$ cat config.mk
export PLATFORM = sky130hd
export DESIGN_NAME = roman_numeral_encoder
export DESIGN_NICKNAME = d
export VERILOG_FILES = /design/src/design/rne_pkg.sv /design/src/design/rne_cmp_sub.sv /design/src/design/roman_numeral_encoder.sv
export SDC_FILE = /design/constraint.sdc
export NUM_CORES = 1
export LEC_CHECK = 0
export BUFFER_PORTS_ARGS = -buffer_cell sky130_fd_sc_hd__buf_4
export CAP_MARGIN = 10
export CORE_MARGIN = 2
export CORE_UTILIZATION = 25
export DETAILED_ROUTE_END_ITERATION = 6
export GPL_TIMING_DRIVEN = 0
export PLACE_DENSITY_LB_ADDON = 0.2
export SETUP_SLACK_MARGIN = 0.15
export SYNTH_ARGS = -nofsm -noshare
export SYNTH_HDL_FRONTEND = slang
export SYNTH_SLANG_ARGS = --single-unit
$ cat constraint.sdc
create_clock -name clk -period 3.3 [get_ports clk]
set_input_delay 0.165 -clock clk [delete_from_list [all_inputs] [get_ports clk]]
set_output_delay 0.165 -clock clk [all_outputs]
set_load 0.02 [all_outputs]
$ cat src/design/rne_pkg.sv
`default_nettype none
package rne_pkg;

	localparam int unsigned ValueWidth = 12;
	localparam int unsigned CharWidth = 8;
	localparam int unsigned TokenCount = 13;
	localparam int unsigned TokenIdxWidth = $clog2(TokenCount);
	localparam logic [ValueWidth-1:0] MaxValue = 12'd3999;

	typedef logic [ValueWidth-1:0] value_t;
	typedef logic [CharWidth-1:0] char_t;
	typedef logic [TokenIdxWidth-1:0] token_idx_t;

	typedef struct packed {
		logic ge;
		logic zero;
	} cmp_flags_t;

	function automatic value_t token_weight(input token_idx_t idx);
		value_t w;
		unique case (idx)
			4'd0: w = 12'd1000;
			4'd1: w = 12'd900;
			4'd2: w = 12'd500;
			4'd3: w = 12'd400;
			4'd4: w = 12'd100;
			4'd5: w = 12'd90;
			4'd6: w = 12'd50;
			4'd7: w = 12'd40;
			4'd8: w = 12'd10;
			4'd9: w = 12'd9;
			4'd10: w = 12'd5;
			4'd11: w = 12'd4;
			default: w = 12'd1;
		endcase
		return w;
	endfunction

	function automatic char_t token_first(input token_idx_t idx);
		char_t c;
		unique case (idx)
			4'd0: c = "M";
			4'd1: c = "C";
			4'd2: c = "D";
			4'd3: c = "C";
			4'd4: c = "C";
			4'd5: c = "X";
			4'd6: c = "L";
			4'd7: c = "X";
			4'd8: c = "X";
			4'd9: c = "I";
			4'd10: c = "V";
			4'd11: c = "I";
			default: c = "I";
		endcase
		return c;
	endfunction

	function automatic char_t token_second(input token_idx_t idx);
		char_t c;
		unique case (idx)
			4'd1: c = "M";
			4'd3: c = "D";
			4'd5: c = "C";
			4'd7: c = "L";
			4'd9: c = "X";
			4'd11: c = "V";
			default: c = 8'd0;
		endcase
		return c;
	endfunction

	function automatic logic token_pair(input token_idx_t idx);
		return idx[0];
	endfunction

endpackage
`default_nettype wire

$ cat src/design/rne_cmp_sub.sv
`default_nettype none
module rne_cmp_sub (
	input wire rne_pkg::value_t a,
	input wire rne_pkg::value_t b,
	output rne_pkg::value_t diff,
	output rne_pkg::cmp_flags_t flags
);

	logic [rne_pkg::ValueWidth:0] wide_diff;

	assign wide_diff = {1'b0, a} - {1'b0, b};
	assign diff = wide_diff[rne_pkg::ValueWidth-1:0];
	assign flags.ge = ~wide_diff[rne_pkg::ValueWidth];
	assign flags.zero = (wide_diff == '0);

endmodule
`default_nettype wire

$ cat src/design/roman_numeral_encoder.sv
// Order: a bad value's strobe is registered at the same edge that takes start; the first letter
// strobes once the scan reaches the first token whose weight fits, passing those that do not.
// A bad value never raises busy, so a new request can follow it; a valid request holds busy.
// A compare-subtract unit walks 13 tokens greedily, one compare per cycle; StSecond emits pair tails.
// Busy stays high until the cycle that produces the final letter; results cannot be stalled.
// Reset: arst_n clears the sequencer and the strobe; letter registers are not reset.
`default_nettype none
module roman_numeral_encoder (
	input wire clk,
	input wire arst_n,
	input wire start,
	output logic busy,
	input wire [11:0] value,
	output logic strobe,
	output logic [7:0] char_code,
	output logic char_valid,
	output logic last,
	output logic bad_value
);

	localparam logic [1:0] StIdle = 2'd0;
	localparam logic [1:0] StScan = 2'd1;
	localparam logic [1:0] StSecond = 2'd2;

	logic [1:0] state_q;
	rne_pkg::value_t rem_q;
	rne_pkg::token_idx_t idx_q;
	logic strobe_q;
	rne_pkg::char_t char_q;
	logic valid_q;
	logic last_q;
	logic bad_q;

	rne_pkg::value_t diff;
	rne_pkg::cmp_flags_t flags;
	logic rem_zero;
	logic accept;
	logic out_of_range;

	rne_cmp_sub u_cmp_sub (
		.a(rem_q),
		.b(rne_pkg::token_weight(idx_q)),
		.diff(diff),
		.flags(flags)
	);

	assign rem_zero = (rem_q == '0);
	assign busy = (state_q != StIdle);
	assign accept = start & ~busy;
	assign out_of_range = (value == '0) || (value > rne_pkg::MaxValue);

	always_ff @(posedge clk or negedge arst_n) begin
		if (!arst_n) begin
			state_q <= StIdle;
			strobe_q <= 1'b0;
		end else begin
			strobe_q <= 1'b0;
			unique case (state_q)
				StIdle: begin
					if (accept) begin
						if (out_of_range) begin
							strobe_q <= 1'b1;
						end else begin
							state_q <= StScan;
						end
					end
				end
				StScan: begin
					if (flags.ge) begin
						strobe_q <= 1'b1;
						if (rne_pkg::token_pair(idx_q)) begin
							state_q <= StSecond;
						end else if (flags.zero) begin
							state_q <= StIdle;
						end
					end
				end
				StSecond: begin
					strobe_q <= 1'b1;
					state_q <= rem_zero ? StIdle : StScan;
				end
				default: begin
					state_q <= StIdle;
				end
			endcase
		end
	end

	always_ff @(posedge clk) begin
		unique case (state_q)
			StIdle: begin
				if (accept) begin
					rem_q <= value;
					idx_q <= '0;
					char_q <= 8'd0;
					valid_q <= 1'b0;
					last_q <= 1'b1;
					bad_q <= 1'b1;
				end
			end
			StScan: begin
				char_q <= rne_pkg::token_first(idx_q);
				valid_q <= 1'b1;
				bad_q <= 1'b0;
				last_q <= flags.zero & ~rne_pkg::token_pair(idx_q);
				if (flags.ge) begin
					rem_q <= diff;
				end else begin
					idx_q <= idx_q + rne_pkg::token_idx_t'(1);
				end
			end
			StSecond: begin
				char_q <= rne_pkg::token_second(idx_q);
				valid_q <= 1'b1;
				bad_q <= 1'b0;
				last_q <= rem_zero;
				idx_q <= idx_q + rne_pkg::token_idx_t'(1);
			end
			default: begin
				idx_q <= '0;
			end
		endcase
	end

	assign strobe = strobe_q;
	assign char_code = char_q;
	assign char_valid = valid_q;
	assign last = last_q;
	assign bad_value = bad_q;

endmodule
`default_nettype wire

## Yosys cells after proc, flatten, opt, wreduce, memory -nomap -nowiden

Memories as Yosys holds them, arrays and structs flattened. A register that Yosys moved wholly into a read port is not among the register bits.
Index checks and enable logic that the tools add are counted.

| storage, ports and cells | value |
|---|---|
| memory bits (read-only) | 240 |
| register bits | 30 |
| memories | 2 |
| word-level logic and storage cells | 72 |
| input port bits | 15 |
| output and inout bits | 13 |

Memories:

| memory | words | width | rd ports | clocked after Yosys merged registers in | wr ports | RTL line | source |
|---|---|---|---|---|---|---|---|
| (name not given) | 16 | 10 | 1 | 1 | 0 | rne_pkg.sv:21 | `unique case (idx)` |
| (name not given) | 16 | 5 | 1 | 1 | 0 | rne_pkg.sv:41 | `unique case (idx)` |

| cells by class | value |
|---|---|
| eq/ne operators | 13 |
| muxes and demuxes | 27 |
| reductions and logical operators | 15 |
| bitwise operators | 4 |
| order comparisons | 1 |
| add/sub/neg operators | 2 |

Operator list:

| cell | number |
|---|---|
| $pmux 7 s6 | 1 |
| $logic_not 12->1 | 2 |
| $mux 12 | 2 |
| $pmux 12 s2 | 1 |
| $pmux 8 s3 | 1 |
| $mux 4 | 4 |
| $logic_not 13->1 | 1 |
| $sub 12x12->13 | 1 |
| $gt 12x12->1 const B | 1 |
| $pmux 4 s3 | 1 |
| $mux 2 | 5 |
| $eq 4x3->1 const B | 2 |
| $eq 4x4->1 const B | 2 |
| $mux 8 | 1 |
| $mux 1 | 6 |
| $ne 2x2->1 const B | 3 |
| $pmux 1 s3 | 2 |
| $pmux 2 s3 | 1 |
| $reduce_and 2->1 | 3 |
| $reduce_bool 2->1 | 3 |
| $add 4x1->4 const B | 1 |
| $eq 4x1->1 const B | 1 |
| $eq 4x2->1 const B | 1 |
| $pmux 1 s2 | 2 |
| other kinds (12) | 14 |

## Logic depth before layout (Yosys ltp)

Gate-level depths: netlist (run 1).

| depth | value |
|---|---|
| word-level depth | 6 |
| depth in mapped cells | 12 |
| depth with buffers taken out | 12 |

## By module

Synthesis (run 1) repeated with hierarchy kept, for this count alone.

| unflattened totals | value |
|---|---|
| cell total of the unflattened synthesis | 300 |
| area total of the unflattened synthesis | 2917.8 um2 |

Modules (own cells, without submodules):

| module | cells an instance | sequential area each (um2) | area an instance (um2) | times used |
|---|---|---|---|---|
| roman_numeral_encoder | 186 | 1106.1 | 2112.0 | 1 |
| rne_cmp_sub | 114 | 0.0 | 805.8 | 1 |

## Least setup slack after synthesis (run 1)

Ideal clock, no wire load.

| timing | value |
|---|---|
| path kind | register to register |
| from | register rem_q[0] |
| to | register rem_q[0] (enable) |
| setup slack | 0.315 ns |
| setup time | 0.400 ns |
| cell stages (with the launch flop) | 9 |
| clock period less this slack | 2.985 ns |
| path buffers | 0 |
| required time | 2.900 ns |
| data arrival time | 2.585 ns |
| cell sequence | edfxtp_1 -> inv_1 -> ha_1 -> fa_1 -> and2b_1 -> o2111ai_4 -> nand3_1 -> nor2_1 -> a211oi_1 |

| between the ends | value |
|---|---|
| cells in the longest elaborated chain, start to end | 3 |

RTL lines:

| element | RTL line | source |
|---|---|---|
| start, declared | roman_numeral_encoder.sv:26 | `rne_pkg::value_t rem_q;` |
| start signal, assigned | roman_numeral_encoder.sv:93 | `rem_q <= value;` |
| start signal, assigned | roman_numeral_encoder.sv:107 | `rem_q <= diff;` |
| $sub 12x12->13 | rne_cmp_sub.sv:11 | `assign wide_diff = {1'b0, a} - {1'b0, b};` |
| $ne 2x2->1 (no line) | -- |  |
| $reduce_and 3->1 (no line) | -- |  |

Every way passes these cells.
A chain may end at the register's enable or synchronous reset.

## Final worst setup path (run 1)

| timing | value |
|---|---|
| from | register rem_q[0] |
| to | register u_cmp_sub.b[1] (netlist name) |

| between the ends | value |
|---|---|
| cells in the longest elaborated chain, start to end | 4 |

RTL lines:

| element | RTL line |
|---|---|
| $sub 12x12->13 | rne_cmp_sub.sv:11 |
| $ne 2x1->1 (no line) | -- |
| $reduce_and 2->1 (no line) | -- |
| $mux 4 (no line) | -- |

Every way passes these cells.

==> results of run 1 <==
## worst max-delay path, delay by kind of cell (launching register included)
| kind | cells | cell delay, ns |
|---|---|---|
| DFF | 1 | 0.36 |
| buffers and inverters | 3 | 0.30 |
| AOI/OAI and AO/OA | 3 | 0.69 |
| adders and majority gates | 3 | 0.90 |
| muxes | 1 | 0.34 |
| and+or+nand+nor | 1 | 0.29 |
## path summary, 6_finish.rpt
check                                             end  slack [ns]          startpoint  cells after the start
min                                  strobe$_DFF_PN0_        0.15               start                      3
max                            u_cmp_sub.b[1]$_DFF_P_        0.30  rem_q[0]$_DFFE_PP_                     11
max in group asynchronous            strobe$_DFF_PN0_        3.00              arst_n                      2
max reg2reg                    u_cmp_sub.b[1]$_DFF_P_        0.30  rem_q[0]$_DFFE_PP_                     11
min in group asynchronous      state_q[0]$_DFFE_PN0P_        0.21              arst_n                      2
min reg2reg                char_code[1]$_SDFFCE_PP0P_        0.59                flop                      2
## cell usage in the layout, fill, tap and decap left out, drive strengths merged, types with 3 or more instances in the layout
master   Yosys  final
nand2       10     10
a211oi       7      7
xnor2        3      3
mux2         8      8
mux2i        5      5
a21o         6      6
dfxtp       14     14
buf          5     32
a21oi       16     16
o21ai       15     15
nor2        40     40
and3         5      5
a31oi        3      3
a22oi        4      4
or2          7      7
nor3         4      4
nand4        3      3
o31ai        3      3
o21a         4      4
inv         33     33
dfrtp        3      3
nor4         6      6
edfxtp      25     25
nand3        6      6
o2111ai      3      3
ha          21     21
nor2b        4      4
clkbuf       5     10
## cells by family (layout without fill, tap and decap cells)
group / after synthesis / after routing
simple gates: 99 / 99
compound gates: 79 / 79
buf+inv: 43 / 79
flops: 42 / 42
fa+ha+maj: 22 / 22
mux: 13 / 13
xor+xnor: 5 / 5
other cells: 1 / 2
## stage by stage
step	utilization, %	cell area (um2)	hold slack, ns	worst slack, ns
floorplan	-	2890	-0.131	0.315
global placement	28.7	3250	-0.0436	-0.524
detailed placement	28.9	3270	-0.0435	0.190
CTS	30.5	3450	0.152	0.167
global route	30.7	3480	0.193	0.142
finish	30.7	3480	0.150	0.297
## area by class of cell
| cell class | count | area [um2] | area share [%] |
|---|---|---|---|
| multi-input cells | 220 | 1620 | 46.6 |
| flip-flops and latches | 42 | 1110 | 31.8 |
| repair buffers | 28 | 229 | 6.59 |
| well taps | 143 | 179 | 5.15 |
| clock buffers | 5 | 125 | 3.60 |
| inverters | 33 | 124 | 3.56 |
| plain buffers | 10 | 48.8 | 1.40 |
| clock inverters | 3 | 45.0 | 1.30 |
## repair_timing
item / 4_1_cts / 5_1_grt
endpoints found under the setup margin: 0 / 10
hold buffers: 1 / 0
buffers inserted: 0 / 1
endpoints found under the hold margin: 3 / 0
gates resized for setup: 0 / 3
## per-layer routing
layer	vias to the layer above	wire (um)
li1	1187	-
met1	1097	3220
met2	41	3610
met3	10	244
met4	0	144
met5	-	0
==> impl_metrics.yaml, run 1 <==
run_status:
  status: "complete, no violations"
critical_path:
  critPathMaxFanout: 6
  cp.required_ns: 3.47
  start_kind: "flop"
  critPathSlowestCell: "fa_1"
  crit_path_end_kind: "flop"
  crit_top_cell: "ha_1"
  path_class: "flop to flop"
  slowest_delay_ns: 0.41
  cp_cell_sequence: "inv_1 > ha_1 > fa_1 > and2b_2 > o2111ai_4 > a31oi_4 > buf_12 > mux2_4 > inv_2 > ha_1 > a22o_1"
  arrival_ns: 3.17
sta:
  min_period_ns: 3.00
  setup_tns_ns: 0
  skew_ns: 0.00837
  fin_crit_sh_pct: 91.0
  max-slew-margin-rel_pct: 51.5
  fmax_ghz: 0.333
  rsz0062_at_grt: "true"
  slew_violations: 0
  tightest_slew_ns: 0.724
  setup_viol: 0
  hold_violations: 0
floorplanning:
  die_width_um: 111
  num_rows: 39
  core_mm2: 0.0113
  die_area_mm2: 0.0124
  io_pins: 28
  die-height_um: 111
  initial_core_util_pct: 25.5
finish:
  instances_no_fill: 484
  fin_nets: 377
  antenna_cells: 0
  fillers: 1188
  area_delta_synth_final_pct: 20.6
  drive_above_1_share_pct: 19.1
cts:
  cts_root_buf: "clkbuf_16"
  cts-buffers-inserted: 5
  clock_latency_ns: 0.28
  cts_sinks: 42
  path_clk_slew_ns: 0.06
  clock_path_buffers: 2
  cts_max_level: 2
  cts_tree: "built"
placed_design:
  numPlacedInstances: 474
  dp_hpwl_um: 5760
  gp_congestion: 0.799
  port_buffers: 25
synthesis:
  muxShareOfSynthArea_pct: 5.86
  netlist.area_leader.share_pct: 26.0
  yosysMostFrequentCell: "nor2_1"
  syn_area_mm2: 0.00288
  ys_seq_area_share_pct: 38.4
  synth_common_cells: "nor2_1, inv_1, edfxtp_1"
  ys_async_sr_fraction_pct: 7.14
  synth_edf_count: 25
  netlist_instances: 304
  synth_seq_cells: 42
  synth_area_per_cell_um2: 9.48
  synth_top_area_cell: "edfxtp_1"
  ys_warn_count: 0
  synth_xor_area_share_pct: 1.52
  yosys.area_share.simple_pct: 17.6
  netlist_top_cells_area: "edfxtp_1, dfxtp_1, ha_1"
  synth_cell_type_count: 66
  synth_top_flop_cell: "edfxtp_1"
  synth_top_family_by_area: "compound AO/OA/AOI/OAI gates"
  synth-compound-area-share_pct: 20.7
  synthAdderAreaFrac_pct: 9.81
drt:
  drt_wl_total_um: 7220
  via_per_inst: 4.82
  drt_iter0_drc: 110
  drt_first_pass_iters: 4
  drc: 0
  ant_nets: 0
  routedWlPerCell_um: 14.9
  vias: 2335
min_path:
  hold_class: "input pin to flop"
global_routing:
  grtUsageTotal_pct: 12.0
  grt_pass1_vias: 2337
  grt_max_degree: 15
  antenna_found_initial: 0
  met2_usage_pct: 20.5
  use_met3_pct: 2.18
  grt_remaining_overflow: 0
  grtUsageMet1_pct: 15.1
  grt_pass1_wl_um: 11900
  grt_busiest_layer: "met2"
run:
  drv_cap: 0
Power of run 1 is left out: the tool's default activity adds up to more than one toggle a clock period on the data nets, which glitch-free logic cannot reach.
==> run 2, diff against run 1 <==
- RECOVER_POWER: default -> 100
==> run 2 against run 1 <==
Compared with the run above: register-to-register slack lost 0.04 ns; die area is the same; final area shrank 1.8%; clock skew is essentially flat.
==> impl_metrics.yaml, run 2 (synthesis results as in run 1) <==
drt:
  via_per_inst: 4.81
  drt_first_pass_iters: 4
  routedWlPerCell_um: 14.9
  drt_iter0_drc: 137
  drc: 0
  drt_wl_total_um: 7220
  vias: 2329
  ant_nets: 0
cts:
  cts-buffers-inserted: 5
  clock_latency_ns: 0.28
  path_clk_slew_ns: 0.06
  cts_sinks: 42
  cts_max_level: 2
  cts_tree: "built"
  cts_root_buf: "clkbuf_16"
  clock_path_buffers: 2
min_path:
  hold_class: "input pin to flop"
  hold_start: "start"
  holdPathStages: 3
  min_to: "strobe$_DFF_PN0_"
floorplanning:
  die_width_um: 111
  num_rows: 39
  die_area_mm2: 0.0124
  io_pins: 28
  die-height_um: 111
  initial_core_util_pct: 25.5
  core_mm2: 0.0113
sta:
  slew_violations: 0
  max-slew-margin-rel_pct: 51.5
  hold_violations: 0
  min_period_ns: 3.04
  rsz0062_at_grt: "true"
  fmax_ghz: 0.329
  skew_ns: 0.00831
  fin_crit_sh_pct: 92.1
  setup_viol: 0
  tightest_slew_ns: 0.725
global_routing:
  grt_remaining_overflow: 0
  antenna_found_initial: 0
  grt_max_degree: 15
  grt_pass1_wl_um: 11900
  grtUsageTotal_pct: 12.0
  grt_pass1_vias: 2337
critical_path:
  reg2regPathDepth: 10
  cp.required_ns: 3.45
  r2r_slack_ns: 0.26
  rr_startpoint: "rem_q[0]$_DFFE_PP_"
  cp_cell_sequence: "inv_1 > ha_1 > fa_1 > and2b_1 > o2111ai_1 > and4_1 > nor4_1 > nand4b_1 > nor3_1 > a31o_1"
  arrival_ns: 3.19
  timing.rr.end: "last$_SDFFCE_PP1P_"
  critPathSlowestCell: "fa_1"
  path_class: "flop to flop"
  slowest_delay_ns: 0.41
  crit_path_end_kind: "flop"
  critPathMaxFanout: 4
  start_kind: "flop"
finish:
  fillers: 1200
  fin_nets: 377
  final_common_cell: "nor2_1"
  area_delta_synth_final_pct: 18.5
  final_cell_mix: "nor2_1, inv_1, edfxtp_1"
  antenna_cells: 0
  final_area_mm2: 0.00342
  fin_util_pct: 30.2
  drive_above_1_share_pct: 13.8
placed_design:
  placed_cell_area_mm2: 0.00327
  dp_hpwl_um: 5760
  port_buffers: 25
  gp_congestion: 0.799
run_status:
  status: "complete, no violations"
run:
  drv_cap: 0
[run 2: worst max-delay path by stage]
stage	from	to	slack [ns]	cells after the start
2_1_floorplan	rem_q[0]$_DFFE_PP_	rem_q[0]$_DFFE_PP_	0.32	8
3_3_place_gp	rem_q[0]$_DFFE_PP_	rem_q[3]$_DFFE_PP_	-0.52	8
3_5_place_dp	rem_q[0]$_DFFE_PP_	u_cmp_sub.b[1]$_DFF_P_	0.19	10
4_1_cts	rem_q[0]$_DFFE_PP_	u_cmp_sub.b[1]$_DFF_P_	0.17	10
5_1_grt	rem_q[0]$_DFFE_PP_	u_cmp_sub.b[2]$_DFF_P_	0.09	12
6_report	rem_q[0]$_DFFE_PP_	last$_SDFFCE_PP1P_	0.26	10
[run 2: metal layers]
metal,vias to the layer above,part of all wire [%],GRT usage [%],routed length (um)
met4,0,2.3,4.44,165
met1,1091,44,15.1,3210
li1,1182,-,-,-
met2,43,50,20.5,3600
met5,-,0,0,0
met3,13,3.4,2.18,246
[run 2: cell type report]
| type | count | area, um2 | area share, % |
|---|---|---|---|
| buffer | 10 | 47.5 | 1.39 |
| multi-input combinational | 220 | 1610 | 47.2 |
| timing repair buffer | 28 | 178 | 5.20 |
| tap | 143 | 179 | 5.24 |
| inverter | 33 | 124 | 3.63 |
| sequential | 42 | 1110 | 32.4 |
| clock buffer | 5 | 125 | 3.66 |
| clock inverter | 3 | 45.0 | 1.32 |
[run 2: worst max-delay path: cells and delay by family, from the launching register on]
family / cells / cell delay [ns]
DFF: 1 / 0.36
AOI/OAI and AO/OA: 2 / 0.44
buffers and inverters: 1 / 0.05
and+or+nand+nor: 5 / 1.44
adders and majority gates: 2 / 0.62
[run 2: through the flow]
step	setup TNS (ns)	hold slack, ns	setup slack [ns]	instances
final	0	0.149	0.260	484
after global routing	0	0.193	0.0865	484
after CTS	0	0.152	0.167	483
after detailed placement	0	-0.0435	0.190	474
after global placement	-6.27	-0.0436	-0.524	473
after floorplan	0	-0.131	0.315	305
[run 2: what timing repair did]
item / CTS / global route
hold buffers: 1 / 0
hold endpoints to repair: 3 / 0
gates resized for setup: 0 / 3
setup endpoints to repair: 0 / 10
setup buffers: 0 / 1
Power of run 2 is left out for the same reason.
